$ cat src/rtl/assert_macros.svh
// Assertion macros shared by the RTL of the sound lump converter.
// Simulation gets concurrent assertions; synthesis sees empty bodies.
`ifndef ASSERT_MACROS_SVH
`define ASSERT_MACROS_SVH

`ifndef SYNTHESIS

`define PCM_ASSERT_IMPLY(label, clk, rst, ante, cons) \
   label: assert property (@(posedge clk) disable iff (rst) (ante) |-> (cons)) \
      else $error("implication check failed");

`define PCM_ASSERT_NEVER(label, clk, rst, expr) \
   label: assert property (@(posedge clk) disable iff (rst) !(expr)) \
      else $error("forbidden condition seen");

`else

`define PCM_ASSERT_IMPLY(label, clk, rst, ante, cons)

`define PCM_ASSERT_NEVER(label, clk, rst, expr)

`endif

`endif

$ cat src/rtl/pcm2s_pkg.sv
// Types and constants of the 8-bit sound lump to 16-bit stereo converter.
// No dependencies; imported by the top level.
`timescale 1ns / 1ps

package pcm2s_pkg;

   localparam int unsigned OutRate   = 44100;
   localparam int unsigned MaxFrames = 45;

   // Ceiling of 2^44 / 11025. For every 16-bit rate, (rate * RATE_RECIP) >> 30
   // equals (rate << 16) / 44100 exactly.
   localparam logic [30:0] RATE_RECIP = 31'd1595663134;

   localparam logic [15:0] RATE_FULL    = 16'd44100;
   localparam logic [15:0] RATE_HALF    = 16'd22050;
   localparam logic [15:0] RATE_QUARTER = 16'd11025;
   localparam logic [15:0] RATE_MIN     = 16'd1000;
   localparam logic [15:0] VERSION_OK   = 16'd3;
   localparam logic [7:0]  SIGN_FLIP    = 8'h80;
   localparam logic [17:0] PHASE_ONE    = 18'h10000;

   typedef enum logic [1:0] {
      STATUS_FRAME       = 2'd0,
      STATUS_BAD_VERSION = 2'd1,
      STATUS_BAD_RATE    = 2'd2
   } status_type;

   typedef struct packed {
      logic [7:0] lump_byte;
      logic       lump_start;
   } req_type;

   typedef struct packed {
      logic signed [15:0] frame_sample;
      status_type         status;
      logic               last_of_run;
      logic               end_of_sound;
   } rsp_type;

   typedef enum logic [3:0] {
      LUMP_IDLE    = 4'b0001,
      LUMP_HEADER  = 4'b0010,
      LUMP_SAMPLES = 4'b0100,
      LUMP_STOPPED = 4'b1000
   } lump_mode_type;

   typedef enum logic [2:0] {
      SEQ_READY  = 3'b001,
      SEQ_DIVIDE = 3'b010,
      SEQ_EMIT   = 3'b100
   } seq_state_type;

endpackage

$ cat src/rtl/pcm8_to_stereo16_resampler.sv
// Top level of the 8-bit sound lump to 16-bit stereo frame converter.
// Depends on pcm2s_pkg and assert_macros.svh.
`timescale 1ns / 1ps
`include "assert_macros.svh"

// Takes a sound lump one byte per item: an 8-byte little-endian header
// (version, source rate, sample count), then offset 8-bit samples, each sent
// as signed 16-bit stereo frames at 44100 Hz. After a valid upper rate byte
// the block passes through its divide state, where the 1.16 phase step is
// found by multiplying the rate with a fixed reciprocal of 44100.
// A sample that gives frames is accepted in the ready state; its frames then
// leave one after another from the emit state through the output register.
// A sample that gives no frame is only accepted. Error results (bad version,
// unsupported rate) are single items. No byte is taken in the divide or emit
// state, and output back-pressure holds the emit state.
module pcm8_to_stereo16_resampler
   import pcm2s_pkg::*;
(
   input  logic    clock,
   input  logic    reset,
   input  logic    req_valid,
   output logic    req_ready,
   input  req_type req_data,
   output logic    rsp_valid,
   input  logic    rsp_ready,
   output rsp_type rsp_data
);

   localparam logic [5:0]  EmitLast  = 6'(MaxFrames - 1);

   seq_state_type seq_ff, seq_in;
   lump_mode_type lump_ff, lump_in;
   logic [2:0]  hdr_pos_ff, hdr_pos_in;
   logic [7:0]  ver_low_ff, ver_low_in;
   logic [15:0] rate_ff, rate_in;
   logic [31:0] samples_ff, samples_in;
   logic [16:0] step_ff, step_in;
   logic [17:0] acc_ff, acc_in;
   logic [15:0] emit_sample_ff, emit_sample_in;
   status_type  emit_status_ff, emit_status_in;
   logic        emit_eos_ff, emit_eos_in;
   logic        emit_phase_ff, emit_phase_in;
   logic [2:0]  emit_reps_ff, emit_reps_in;
   logic [5:0]  emit_cnt_ff, emit_cnt_in;
   logic        rsp_valid_ff, rsp_valid_in;
   rsp_type     rsp_data_ff, rsp_data_in;

   logic          req_accept;
   logic          out_free;
   lump_mode_type mode_eff;
   logic [2:0]    pos_eff;
   logic [7:0]    b;
   logic [31:0]   samples_dec;
   logic          eos;
   logic [46:0]   recip_prod;
   logic [17:0]   next_acc;
   logic          last;
   logic          rsp_error;
   logic          error_shape_ok;

   assign req_ready  = (seq_ff == SEQ_READY);
   assign req_accept = req_valid && req_ready;
   assign out_free   = !rsp_valid_ff || rsp_ready;
   assign rsp_valid  = rsp_valid_ff;
   assign rsp_data   = rsp_data_ff;

   always_comb begin
      seq_in         = seq_ff;
      lump_in        = lump_ff;
      hdr_pos_in     = hdr_pos_ff;
      ver_low_in     = ver_low_ff;
      rate_in        = rate_ff;
      samples_in     = samples_ff;
      step_in        = step_ff;
      acc_in         = acc_ff;
      emit_sample_in = emit_sample_ff;
      emit_status_in = emit_status_ff;
      emit_eos_in    = emit_eos_ff;
      emit_phase_in  = emit_phase_ff;
      emit_reps_in   = emit_reps_ff;
      emit_cnt_in    = emit_cnt_ff;
      rsp_valid_in   = rsp_valid_ff && !rsp_ready;
      rsp_data_in    = rsp_data_ff;

      b           = req_data.lump_byte;
      mode_eff    = req_data.lump_start ? LUMP_HEADER : lump_ff;
      pos_eff     = req_data.lump_start ? 3'd0 : hdr_pos_ff;
      samples_dec = samples_ff - 32'd1;
      eos         = (samples_dec == 32'd0);
      recip_prod  = 47'(rate_ff) * 47'(RATE_RECIP);
      next_acc    = acc_ff + {1'b0, step_ff};
      last        = 1'b0;

      unique case (seq_ff)
         SEQ_READY: begin
            if (req_accept) begin
               if (req_data.lump_start) begin
                  lump_in = LUMP_HEADER;
                  acc_in  = '0;
               end
               unique case (mode_eff)
                  LUMP_HEADER: begin
                     hdr_pos_in = pos_eff + 3'd1;
                     unique case (pos_eff)
                        3'd0: ver_low_in = b;
                        3'd1: begin
                           if ({b, ver_low_ff} != VERSION_OK) begin
                              lump_in        = LUMP_STOPPED;
                              seq_in         = SEQ_EMIT;
                              emit_sample_in = '0;
                              emit_status_in = STATUS_BAD_VERSION;
                              emit_eos_in    = 1'b0;
                              emit_phase_in  = 1'b0;
                              emit_reps_in   = 3'd1;
                              emit_cnt_in    = '0;
                           end
                        end
                        3'd2: rate_in = {8'h00, b};
                        3'd3: begin
                           rate_in = {b, rate_ff[7:0]};
                           if ({b, rate_ff[7:0]} < RATE_MIN) begin
                              lump_in        = LUMP_STOPPED;
                              seq_in         = SEQ_EMIT;
                              emit_sample_in = '0;
                              emit_status_in = STATUS_BAD_RATE;
                              emit_eos_in    = 1'b0;
                              emit_phase_in  = 1'b0;
                              emit_reps_in   = 3'd1;
                              emit_cnt_in    = '0;
                           end else begin
                              // The phase step is formed next cycle from the
                              // registered rate.
                              seq_in = SEQ_DIVIDE;
                           end
                        end
                        default: begin
                           samples_in[{pos_eff[1:0], 3'b000} +: 8] = b;
                           if (pos_eff == 3'd7) begin
                              lump_in = (samples_in != 32'd0) ? LUMP_SAMPLES
                                                              : LUMP_STOPPED;
                              acc_in  = '0;
                           end
                        end
                     endcase
                  end
                  LUMP_SAMPLES: begin
                     samples_in     = samples_dec;
                     if (eos) begin
                        lump_in = LUMP_STOPPED;
                     end
                     emit_sample_in = {b ^ SIGN_FLIP, 8'h00};
                     emit_status_in = STATUS_FRAME;
                     emit_eos_in    = eos;
                     emit_cnt_in    = '0;
                     if (rate_ff == RATE_FULL || rate_ff == RATE_HALF ||
                         rate_ff == RATE_QUARTER) begin
                        seq_in        = SEQ_EMIT;
                        emit_phase_in = 1'b0;
                        emit_reps_in  = (rate_ff == RATE_FULL) ? 3'd1 :
                                        (rate_ff == RATE_HALF) ? 3'd2 : 3'd4;
                     end else if (acc_ff[17:16] != 2'b00) begin
                        // Source faster than output: this sample is skipped.
                        acc_in = acc_ff - PHASE_ONE;
                     end else begin
                        seq_in        = SEQ_EMIT;
                        emit_phase_in = 1'b1;
                     end
                  end
                  default: ;
               endcase
            end
         end
         SEQ_DIVIDE: begin
            // Rate times 65536 over 44100, rounded down, plus one, by reciprocal multiplication.
            step_in = recip_prod[46:30] + 17'd1;
            seq_in  = SEQ_READY;
         end
         SEQ_EMIT: begin
            if (out_free) begin
               if (emit_phase_ff) begin
                  last   = (next_acc[17:16] != 2'b00) || (emit_cnt_ff == EmitLast);
                  acc_in = last ? next_acc - PHASE_ONE : next_acc;
               end else begin
                  last = ((emit_cnt_ff[2:0] + 3'd1) == emit_reps_ff);
               end
               rsp_valid_in             = 1'b1;
               rsp_data_in.frame_sample = emit_sample_ff;
               rsp_data_in.status       = emit_status_ff;
               rsp_data_in.last_of_run  = last;
               rsp_data_in.end_of_sound = emit_eos_ff;
               emit_cnt_in              = emit_cnt_ff + 6'd1;
               if (last) begin
                  seq_in = SEQ_READY;
               end
            end
         end
         default: seq_in = SEQ_READY;
      endcase
   end

   always_ff @(posedge clock) begin
      if (reset) begin
         seq_ff       <= SEQ_READY;
         lump_ff      <= LUMP_IDLE;
         hdr_pos_ff   <= '0;
         rate_ff      <= '0;
         samples_ff   <= '0;
         step_ff      <= '0;
         acc_ff       <= '0;
         rsp_valid_ff <= 1'b0;
      end else begin
         seq_ff       <= seq_in;
         lump_ff      <= lump_in;
         hdr_pos_ff   <= hdr_pos_in;
         rate_ff      <= rate_in;
         samples_ff   <= samples_in;
         step_ff      <= step_in;
         acc_ff       <= acc_in;
         rsp_valid_ff <= rsp_valid_in;
      end
   end

   always_ff @(posedge clock) begin
      ver_low_ff     <= ver_low_in;
      emit_sample_ff <= emit_sample_in;
      emit_status_ff <= emit_status_in;
      emit_eos_ff    <= emit_eos_in;
      emit_phase_ff  <= emit_phase_in;
      emit_reps_ff   <= emit_reps_in;
      emit_cnt_ff    <= emit_cnt_in;
      rsp_data_ff    <= rsp_data_in;
   end

   // Error items are single, carry no sample and never mark end of sound.
   assign rsp_error      = rsp_valid_ff && (rsp_data_ff.status != STATUS_FRAME);
   assign error_shape_ok = rsp_data_ff.last_of_run && (rsp_data_ff.frame_sample == 16'sd0) &&
                           !rsp_data_ff.end_of_sound;

   `PCM_ASSERT_IMPLY(a_error_shape, clock, reset, rsp_error, error_shape_ok)
   `PCM_ASSERT_NEVER(a_emit_bound, clock, reset, seq_ff == SEQ_EMIT && emit_cnt_ff > EmitLast)
   `PCM_ASSERT_IMPLY(a_divide_ctx, clock, reset, seq_ff == SEQ_DIVIDE, lump_ff == LUMP_HEADER && hdr_pos_ff == 3'd4)

endmodule
$ cat config.mk
export PLATFORM = sky130hd
export DESIGN_NAME = pcm8_to_stereo16_resampler
export DESIGN_NICKNAME = d
export VERILOG_FILES = /design/src/rtl/pcm2s_pkg.sv /design/src/rtl/pcm8_to_stereo16_resampler.sv
export VERILOG_INCLUDE_DIRS = /design/src /design/src/rtl
export SDC_FILE = /design/constraint.sdc
export NUM_CORES = 1
export LEC_CHECK = 0
export BUFFER_PORTS_ARGS = -buffer_cell sky130_fd_sc_hd__buf_2
export CAP_MARGIN = 20
export CORE_AREA = 2 2 162 164
export DETAILED_ROUTE_END_ITERATION = 8
export DIE_AREA = 0 0 164 166
export HOLD_SLACK_MARGIN = 0.06
export PLACE_DENSITY = 0.81
export SYNTH_ARGS = -nofsm -noshare
export SYNTH_HDL_FRONTEND = slang
export SYNTH_SLANG_ARGS = --single-unit
$ cat constraint.sdc
create_clock -name clock -period 9.28 [get_ports clock]
set_clock_uncertainty 0.2 [all_clocks]
set_input_delay 0.928 -clock clock [delete_from_list [all_inputs] [get_ports clock]]
set_output_delay 0.928 -clock clock [all_outputs]
set_load 0.1 [all_outputs]
* Word level (Yosys, flattened, before mapping) *
Cells that the tools add are included.

storage, ports and cells
  register bits = 151
  output and inout bits = 22

operators by class
  add/subtract/negate cells = 9
  multipliers = 1
  order comparisons = 1
  equal/unequal tests = 30
  shift operators = 2
  muxes and demuxes = 68
  bitwise gates (word level) = 2
  reduce and logical (&&, ||, !) cells = 31

operators with widths
  operator                                                number
  2-to-1 mux 18 bit                                       9
  case mux 16 bit (2 select lines)                        3
  case mux 18 bit (2 select lines)                        2
  case mux 32 bit (2 select lines)                        1
  multiplier 16 x 30 -> 46 bit (second input constant)    1
  2-to-1 mux 3 bit                                        13
  case mux 6 bit (2 select lines)                         3
  subtractor 18 x 17 -> 18 bit (second input constant)    2
  bitwise mux 32 bit                                      1
  zero test 32 bit                                        1
  2-to-1 mux 16 bit                                       2
  2-to-1 mux 32 bit                                       1
  nonzero test 32 bit                                     1
  variable shift 8 x 7 -> 32 bit (first input constant)   1
  variable part select 8 x 7 -> 32 bit                    1
  subtractor 32 x 1 -> 32 bit (second input constant)     1
  case mux 3 bit (2 select lines)                         5
  AND reduction 7 bit                                     4
  2-to-1 mux 4 bit                                        6
  2-to-1 mux 6 bit                                        4
  adder 18 x 17 -> 18 bit                                 1
  adder 17 x 1 -> 17 bit (second input constant)          1
  equality test 16 x 14 -> 1 bit (second input constant)  1
  equality test 16 x 15 -> 1 bit (second input constant)  1
  37 further kinds                                        78

* Longest topological paths before layout *
Gate-level depths: netlist (run 1).

  depth after elaboration = 9
  gate-level depth with buffers = 31
  mapped depth without buffers = 31

* Worst setup path after synthesis (run 1) *
No wires, ideal clock.

  kind = reg2reg
  start = register rate_ff[13]
  end = register step_ff[16]
  data arrival time = 7.086 ns
  path slack = 1.915 ns
  cell stages (with the launch flop) = 26
  buffers on the path = 0
  period minus slack after synthesis = 7.365 ns
  path through = dfxtp_1 -> inv_1 -> fa_1 -> inv_1 -> fa_1 -> fa_1 -> fa_1 -> inv_1 -> fa_1 -> fa_1 -> inv_1 -> ha_1 -> and4_1 -> and4_1 -> a32oi_1 -> a21oi_1 -> a211oi_1 -> xnor2_1 -> ha_1 -> inv_1 -> a2111oi_0 -> nand4_1 -> or4_1 -> mux2_2 -> a21o_1 -> o211ai_1

between the ends
  word-level cells in the longest chain between the ends = 2

RTL lines
  what                          line                               RTL
  from (decl)                   pcm8_to_stereo16_resampler.sv:35   logic [15:0] rate_ff, rate_in;
  from (signal assigned)        pcm8_to_stereo16_resampler.sv:215  rate_ff <= rate_in;
  multiplier 16 x 30 -> 46 bit  pcm8_to_stereo16_resampler.sv:90   recip_prod = 47'(rate_ff) * 47'(RATE_RECIP);
  adder 17 x 1 -> 17 bit        pcm8_to_stereo16_resampler.sv:175  step_in = recip_prod[46:30] + 17'd1;
  to (signal assigned)          pcm8_to_stereo16_resampler.sv:217  step_ff <= step_in;
  to (decl)                     pcm8_to_stereo16_resampler.sv:37   logic [16:0] step_ff, step_in;

Every way passes these cells.
A chain may end at the register's enable or synchronous reset.

* Worst setup path in the final report (run 1) *
  start = register rate_ff[1]
  end = register step_ff[16]

Same word-level chain as after synthesis.

==> results.md, run 1 <==
| Step | Metric | Value |
|:---|:---|:---|
| routing | Number of design rule violations left after detail routing | 0 |
| timing | Final Cycle Share | 93.9% |
| yosys | Yosys synthesis warning count | 0 |
| setup path | Arr. time, crit path | 8.87 ns |
| timing | Worst Slack Setup Final | 0.565 ns |
| power | Leak pwr | 8.31 nW |
| status | Result of the run | finished, final reports clean |
| routing | Total via count after detailed routing | 13600 |
| grt | Overall Global Routing Usage | 33.0% |
| setup path | Worst R2R Setup Slack | 0.57 ns |
| setup path | Depth of the worst register-to-register path | 25 |
| floorplanning | Die width | 164 microns |
| cells and area | Share of layout cells above drive strength 1 | 4.55% |
| floorplanning | Die Outline Area | 27200 sq um |
| timing | Minimum clock period after layout | 8.71 ns |
| clock tree | CTS H-Tree Depth | 4 |
| floorplanning | Number of primary I/O pins | 35 |
| yosys | Instance count of the mapped netlist | 1895 |
| yosys | FFs w/ async S/R, synth | 0% |
| clock tree | Clock tree from TritonCTS | done |
| yosys | Commonest register cell after synthesis | dfxtp_1 |
| routing | Antenna Violating Nets Remaining | 0 |
| setup path | Kind of end point of the critical path | flip-flop |
| yosys | Share of the synthesized area in the top cell type | 19.7% |
| cells and area | Final core utilization | 66.9% |
| yosys | Dominant cell type by area after synthesis | fa_1 |
| timing | Count of final max-slew check failures | 0 |
| clock tree | Number of buffers created by CTS | 17 |
| setup path | Worst Path Class, Setup | reg2reg |
| setup path | Launch point of the critical path | rate_ff[1] |
| grt | GRT Residual Overflow | 0 |
| timing | Hold Violations, Final | 0 |
| cells and area | Area growth syn-to-layout | 5.53% |
| yosys | Summed instance area of the synthesized netlist | 16200 sq um |
| setup path | Worst setup path endpoint | step_ff[16] |
| cells and area | Fill cell count | 2098 |
| setup path | Worst path bufs/invs | 5 |
| timing | Final setup TNS | 0 ns |
| setup path | Max Fanout on Critical Path | 7 |
| clock tree | Cell at the root of the clock tree | clkbuf_16 |
| setup path | Crit path launch type | flip-flop |
| timing | Highest achievable clock rate | 0.115 GHz |
| routing | Iteration-0 DRC Markers | 1348 |
| floorplanning | Y dimension of the die | 166 microns |
| yosys | Distinct cell type count of the synthesized netlist | 77 |
| placed design | Gpl congestion | 0.991 |
| power | Sum of internal, switching and leakage power | 1.66 mW |
| timing | Final setup violation count | 0 |
| setup path | Destination of the worst register-to-register timing path | step_ff[16] |
| setup path | Slowest Stage Delay on Critical Path | 0.64 ns |
| timing | Setup repair after global routing missed its margin | false |
| setup path | Stages on the worst setup path | 25 |
| routing | Via-to-Cell Ratio | 6.11 |
| clock tree | CTS hold repair buffers | 0 |
| floorplanning | Initial core utilization | 63.4% |
| setup path | Cell class contributing the biggest share of worst-path delay | adder cells |
| setup path | Source of the worst register-to-register timing path | rate_ff[1] |
| clock tree | TritonCTS sink count | 135 |
| placed design | Quantity of I/O buffers inserted on ports | 26 |
| yosys | Mean instance size in the synthesized netlist | 8.57 sq um |
| routing | Routed Wire Length | 43600 microns |
| power | Largest vdd supply drop | 0.202 mV |
| grt | Largest net degree at the start of global routing | 97 |
| hold path | WHS Path Cells | 0 |
| power | Power density over cell area | 96.9 nW/um^2 |
| grt | Initial antenna violation count | 0 |
| clock tree | Maximum clock insertion buffer count | 2 |
| grt | Number of global-route vias before repair | 13600 |
| setup path | CP max stage cell | a2111oi_0 |
| clock tree | Clock latency on the worst-skew pair | 0.44 ns |
| cells and area | Layout net count | 2260 |
| yosys | Most frequent cell after synthesis | inv_1 |
| routing | DRT Pass-1 Iters | 6 |
| yosys | Post-synthesis sequential area ratio | 19.2% |
| floorplanning | Core region area | 25600 sq um |
| clock tree | Post-CTS setup buffers | 0 |
| clock tree | Reg clk slew, reported paths | 0.07 ns |
| flow run | Maximum capacitance violations | 0 |
| yosys | Post-synth EDFFs | 41 |
| yosys | Top post-synthesis cells by count | inv_1, ha_1, fa_1 |
| timing | Worst-case headroom to the max-slew limit | 27.7% |
| placed design | Detailed Place HPWL | 34600 microns |
| yosys | Flip-flop and latch count after synthesis | 135 |
| cells and area | Number of antenna diodes | 0 |
| hold path | Type of the tightest min-delay check | reg2reg |
| setup path | Worst Path Required | 9.44 ns |
| hold path | Beginning of the worst hold path | emit_sample_ff[10] |
| routing | Average routed wire per standard cell | 19.6 microns |
| placed design | Post-Place Setup Slack | 0.714 ns |
| timing | Actual transition at the worst max-transition pin | 1.08 ns |
| yosys | Cells taking the most area after synthesis | fa_1, ha_1, dfxtp_1, edfxtp_1, inv_1 |
| clock tree | Count of cells resized by post-cts repair | 0 |
| floorplanning | Number of standard-cell rows in the floorplan | 59 |
| grt | First-pass GRT wire length | 70600 microns |
==> how the worst min path moves through the flow <==
stage,end,slack (ns)
after CTS,rsp_data[14],0.22
final,rsp_data[14],0.22
after global routing,rsp_data[14],0.23
after floorplan,rsp_data[0],0.20
after global placement,rsp_data[18],0.20
after detailed placement,rsp_data[17],0.21
==> layer usage <==
metal | wire length, microns | global-route usage [%] | up-vias | share of wire [%]
met5 | 0 | 0 | - | 0
met1 | 18300 | 44.3 | 6532 | 42
met3 | 2770 | 4.05 | 111 | 6.4
met2 | 20400 | 52.9 | 563 | 47
li1 | - | - | 6397 | -
met4 | 2160 | 15.8 | 0 | 4.9
==> worst register-to-register path, cell delays in order (launching register included) <==
cell,delay [ns]
dfxtp_1,0.53
inv_1,0.19
fa_1,0.63
inv_1,0.13
ha_1,0.37
fa_1,0.52
fa_1,0.54
inv_1,0.08
fa_1,0.50
fa_1,0.55
inv_1,0.05
ha_1,0.38
and4_1,0.23
and4_1,0.22
a32oi_1,0.13
a21oi_1,0.56
a211oi_1,0.19
xnor2_1,0.31
ha_1,0.25
inv_1,0.04
a2111oi_0,0.64
nand4_1,0.32
or4_1,0.55
mux2_2,0.29
a21o_1,0.16
o211ai_1,0.08
==> metrics by stage <==
step / instance area (sq um) / hold slack [ns] / std cells
3_3_place_gp: 16600 / 0.200 / 2192
3_5_place_dp: 16600 / 0.205 / 2193
5_1_grt: 17100 / 0.232 / 2225
4_1_cts: 17100 / 0.220 / 2225
6_report: 17100 / 0.218 / 2225
2_1_floorplan: 16300 / 0.200 / 1902
==> layout make-up <==
cell class | count | area [sq um] | area share [%]
Timing Repair Buffer | 36 | 209 | 1.22
Clock buffer | 19 | 454 | 2.65
Tap cell | 335 | 419 | 2.45
Inverter | 311 | 1170 | 6.81
Sequential cell | 135 | 3110 | 18.2
Clock inverter | 13 | 116 | 0.679
Multi-Input combinational cell | 1376 | 11700 | 68.0
==> where the power goes <==
group	switching [mW]	leakage, nW	internal [mW]	total (mW)
sequential	0.0238	1.12	0.640	0.663
clock	0.275	0.289	0.387	0.662
combinational	0.243	6.90	0.0921	0.335
==> logic make-up after synthesis <==
logic type      after synthesis  synth area share, %
compound gates              407                 15.9
xor+xnor                     53                 2.86
fa+ha+maj                   370                 35.9
buf+inv                     391                 9.30
flops                       135                 19.2
mux                          11                0.686
other cells                   1               0.0231
simple gates                527                 16.1
==> state kept, by name, summed over array words and instances (netlist names) <==
signal and flops:
samples_ff 32, acc_ff 18, step_ff 17, rate_ff 16, rsp_data 12, emit_sample_ff 8, ver_low_ff 8, emit_cnt_ff 6
lump_ff 4, emit_reps_ff 3, hdr_pos_ff 3, seq_ff 3, emit_status_ff 2, emit_eos_ff 1, emit_phase_ff 1, rsp_valid 1
==> cell usage in the layout, fill, tap and decap left out, types with 6 or more instances in the layout <==
| cell type | Yosys | layout |
|---|---|---|
| or3_1 | 17 | 17 |
| buf_4 | 8 | 9 |
| mux2i_1 | 10 | 10 |
| a211oi_1 | 28 | 28 |
| a21oi_1 | 131 | 131 |
| and2_1 | 18 | 18 |
| nand3_1 | 21 | 21 |
| nor3_1 | 48 | 48 |
| a22oi_1 | 31 | 31 |
| or4_1 | 10 | 10 |
| fa_1 | 160 | 160 |
| o211ai_1 | 11 | 11 |
| buf_2 | 4 | 26 |
| o22ai_1 | 7 | 7 |
| nand4_1 | 28 | 28 |
| a21o_1 | 25 | 25 |
| and3_1 | 11 | 11 |
| edfxtp_1 | 41 | 41 |
| or2_2 | 9 | 9 |
| nor2b_1 | 34 | 34 |
| inv_1 | 310 | 310 |
| nand3b_1 | 7 | 7 |
| a31oi_1 | 11 | 11 |
| xnor2_1 | 37 | 37 |
| nor4_1 | 18 | 18 |
| o21ai_0 | 86 | 86 |
| nor2_1 | 159 | 159 |
| nand2_1 | 112 | 112 |
| conb_1 | 1 | 8 |
| nand2b_1 | 17 | 17 |
| a221oi_1 | 6 | 6 |
| ha_1 | 210 | 210 |
| dfxtp_1 | 94 | 94 |
| clkbuf_16 | 0 | 18 |
| xor2_1 | 16 | 16 |
Power figures use the tool's default switching activity.
==> run 2, diff against run 1 <==
Clock period 9.28 ns to 9.1 ns, I/O delays scaled along.
==> run 2 against run 1 <==
Effect of this change: sequential cell count did not move; via count rose by 0.44%; sequential power rose by 2%; critical path depth did not move; critical endpoint unchanged.
==> results.md, run 2 (synthesis gave the netlist of run 1 again) <==
| Step | Metric | Value | Change |
|:---|:---|:---|:---|
| routing | Antenna Violating Nets Remaining | 0 | unchanged |
| placed design | Quantity of I/O buffers inserted on ports | 26 | unchanged |
| grt | First-pass GRT wire length | 69700 microns | was 70600 microns |
| cells and area | Largest register FFs | 32 | unchanged |
| grt | GRT Residual Overflow | 0 | unchanged |
| clock tree | CTS H-Tree Depth | 4 | unchanged |
| power | Internal Pwr Total | 1.20 mW | was 1.12 mW |
| cells and area | Number of antenna diodes | 0 | unchanged |
| routing | Routed Wire Length | 42700 microns | was 43600 microns |
| placed design | Gpl congestion | 0.968 | was 0.991 |
| power | Switching fraction of total power | 30.7% | was 32.6% |
| routing | Via-to-Cell Ratio | 6.14 | was 6.11 |
| power | Sequential share of power | 39.0% | was 40.0% |
| setup path | Worst path bufs/invs | 5 | unchanged |
| placed design | DP Cell Count | 2195 | was 2193 |
| setup path | Max Fanout on Critical Path | 7 | unchanged |
| power | Share of total power in combinational logic | 19.4% | was 20.2% |
| setup path | Arr. time, crit path | 8.60 ns | was 8.87 ns |
| status | Result of the run | finished, final reports clean | unchanged |
| power | Clock network fraction of design power | 41.6% | was 39.9% |
| timing | Final setup violation count | 0 | unchanged |
| hold path | Type of the tightest min-delay check | reg2reg | unchanged |
| setup path | Slowest Stage Delay on Critical Path | 0.63 ns | was 0.64 ns |
| clock tree | Reg clk slew, reported paths | 0.06 ns | was 0.07 ns |
| routing | Average routed wire per standard cell | 19.2 microns | was 19.6 microns |
| clock tree | TritonCTS sink count | 135 | unchanged |
| routing | DRT Pass-1 Iters | 6 | unchanged |
| flow run | Maximum capacitance violations | 0 | unchanged |
| timing | Count of final max-slew check failures | 0 | unchanged |
| timing | Highest achievable clock rate | 0.118 GHz | was 0.115 GHz |
| setup path | Worst R2R Setup Slack | 0.65 ns | was 0.57 ns |
| power | Psw | 0.532 mW | was 0.541 mW |
| setup path | Depth of the worst register-to-register path | 25 | unchanged |
| cells and area | Most common cell after layout, fill and taps aside | inv_1 | unchanged |
| grt | Number of global-route vias before repair | 13200 | was 13600 |
| setup path | Source of the worst register-to-register timing path | rate_ff[1] | unchanged |
| grt | Largest net degree at the start of global routing | 97 | unchanged |
| floorplanning | Number of primary I/O pins | 35 | unchanged |
| clock tree | Number of buffers created by CTS | 17 | unchanged |
| clock tree | Clock latency on the worst-skew pair | 0.44 ns | about the same |
| floorplanning | Die Outline Area | 27200 sq um | unchanged |
| setup path | Kind of end point of the critical path | flip-flop | unchanged |
| cells and area | Area growth syn-to-layout | 5.97% | was 5.53% |
| timing | Hold Violations, Final | 0 | unchanged |
| setup path | Crit path launch type | flip-flop | unchanged |
| hold path | Hold worst-path end | rsp_data[19] | was rsp_data[14] |
| setup path | Worst Path Class, Setup | reg2reg | unchanged |
| routing | Number of design rule violations left after detail routing | 0 | unchanged |
| timing | Setup repair after global routing missed its margin | false | unchanged |
| placed design | Detailed Place HPWL | 34200 microns | was 34600 microns |
| floorplanning | Y dimension of the die | 166 microns | unchanged |
| clock tree | Post-CTS setup buffers | 0 | unchanged |
| cells and area | Leading cell types in the layout, fill and taps excluded | inv_1, ha_1, fa_1 | unchanged |
| routing | Total via count after detailed routing | 13700 | was 13600 |
| clock tree | CTS hold repair buffers | 0 | unchanged |
| setup path | Destination of the worst register-to-register timing path | step_ff[16] | unchanged |
| cells and area | Top flop regs | samples_ff (32), acc_ff (18), step_ff (17) | unchanged |
| clock tree | Maximum clock insertion buffer count | 2 | unchanged |
| routing | Iteration-0 DRC Markers | 1450 | was 1348 |
| setup path | CP max stage cell | fa_1 | was a2111oi_0 |
| cells and area | Share of layout cells above drive strength 1 | 4.65% | was 4.55% |
| cells and area | Final std cells w/o fill | 2226 | was 2225 |
| clock tree | Cell at the root of the clock tree | clkbuf_16 | unchanged |
| floorplanning | Core region area | 25600 sq um | unchanged |
| timing | Final setup TNS | 0 ns | unchanged |
| power | Leak pwr | 8.34 nW | was 8.31 nW |
| clock tree | Clock tree from TritonCTS | done | unchanged |
| setup path | Cell class contributing the biggest share of worst-path delay | adder cells | unchanged |
| timing | Worst-case headroom to the max-slew limit | 28.6% | was 27.7% |
| timing | Hold slack final | 0.219 ns | was 0.218 ns |
| power | Largest vdd supply drop | 0.168 mV | was 0.202 mV |
| grt | Initial antenna violation count | 0 | unchanged |
| cells and area | Most flop-heavy register | samples_ff | unchanged |
| cells and area | Layout net count | 2262 | was 2260 |
| floorplanning | Number of standard-cell rows in the floorplan | 59 | unchanged |
| setup path | Worst Path Required | 9.25 ns | was 9.44 ns |
| floorplanning | Die width | 164 microns | unchanged |
| hold path | WHS Path Cells | 0 | unchanged |
| timing | Final Cycle Share | 92.8% | was 93.9% |
| floorplanning | Initial core utilization | 63.4% | unchanged |
| power | Power density over cell area | 101 nW/um^2 | was 96.9 nW/um^2 |
| timing | Minimum clock period after layout | 8.45 ns | was 8.71 ns |
| hold path | Beginning of the worst hold path | emit_sample_ff[15] | was emit_sample_ff[10] |
| timing | Actual transition at the worst max-transition pin | 1.07 ns | was 1.08 ns |
| clock tree | Count of cells resized by post-cts repair | 0 | unchanged |
| grt | Overall Global Routing Usage | 32.7% | was 33.0% |
[run 2: how the worst max path moves through the flow]
stage	cells past startpoint	start	endpoint	slack [ns]
2_1_floorplan	25	rate_ff[13]	step_ff[16]	1.73
3_5_place_dp	25	rate_ff[1]	step_ff[16]	0.60
4_1_cts	25	rate_ff[1]	step_ff[16]	0.53
3_3_place_gp	25	rate_ff[1]	step_ff[16]	0.76
5_1_grt	25	rate_ff[1]	step_ff[16]	0.14
6_report	25	rate_ff[1]	step_ff[16]	0.65
[run 2: per-stage QoR]
stage	cell area (sq um)	setup slack [ns]	total power, mW	util, %
final	17200	0.654	1.74	67.2
after global routing	17200	0.142	1.80	67.2
after CTS	17200	0.533	1.73	67.2
after detailed placement	16600	0.603	1.02	64.7
after global placement	16600	0.755	1.01	64.7
after floorplan	16300	1.73	0.949	-
[run 2: cell type report]
class	instances	area, sq um
clock buffer	22	517
timing repair buffer	38	224
inverter	311	1170
sequential	135	3110
multi-input combinational	1376	11700
tap	335	419
clock inverter	9	109
fill	2095	8410
[run 2: power groups by stage]
stage	registers [mW]	logic (mW)	clock network [mW]
final	0.677	0.336	0.722
after global routing	0.680	0.368	0.749
after CTS	0.676	0.333	0.724
after detailed placement	0.689	0.329	0
after global placement	0.687	0.320	0
after floorplan	0.711	0.238	0
[run 2: worst register-to-register path: stages (launching register included)]
cell and delay [ns]:
dfxtp_1 0.52, inv_1 0.18, fa_1 0.63, inv_1 0.13, ha_1 0.37, fa_1 0.51, fa_1 0.52, inv_1 0.06
fa_1 0.51, fa_1 0.55, inv_1 0.04, ha_1 0.37, and4_1 0.22, and4_1 0.22, a32oi_1 0.12, a21oi_1 0.54
a211oi_1 0.18, xnor2_1 0.30, ha_1 0.24, inv_1 0.05, a2111oi_1 0.52, nand4_1 0.31, or2_2 0.41, o311a_1 0.38
a21o_1 0.18, o211ai_1 0.09
[run 2: layer usage]
| metal | part of all wire, % | GRT usage (%) | up-vias |
|---|---|---|---|
| li1 | - | - | 6415 |
| met2 | 47 | 52.2 | 578 |
| met1 | 42 | 45.4 | 6565 |
| met3 | 7.0 | 3.90 | 105 |
| met5 | 0 | 0 | - |
| met4 | 3.8 | 13.0 | 0 |
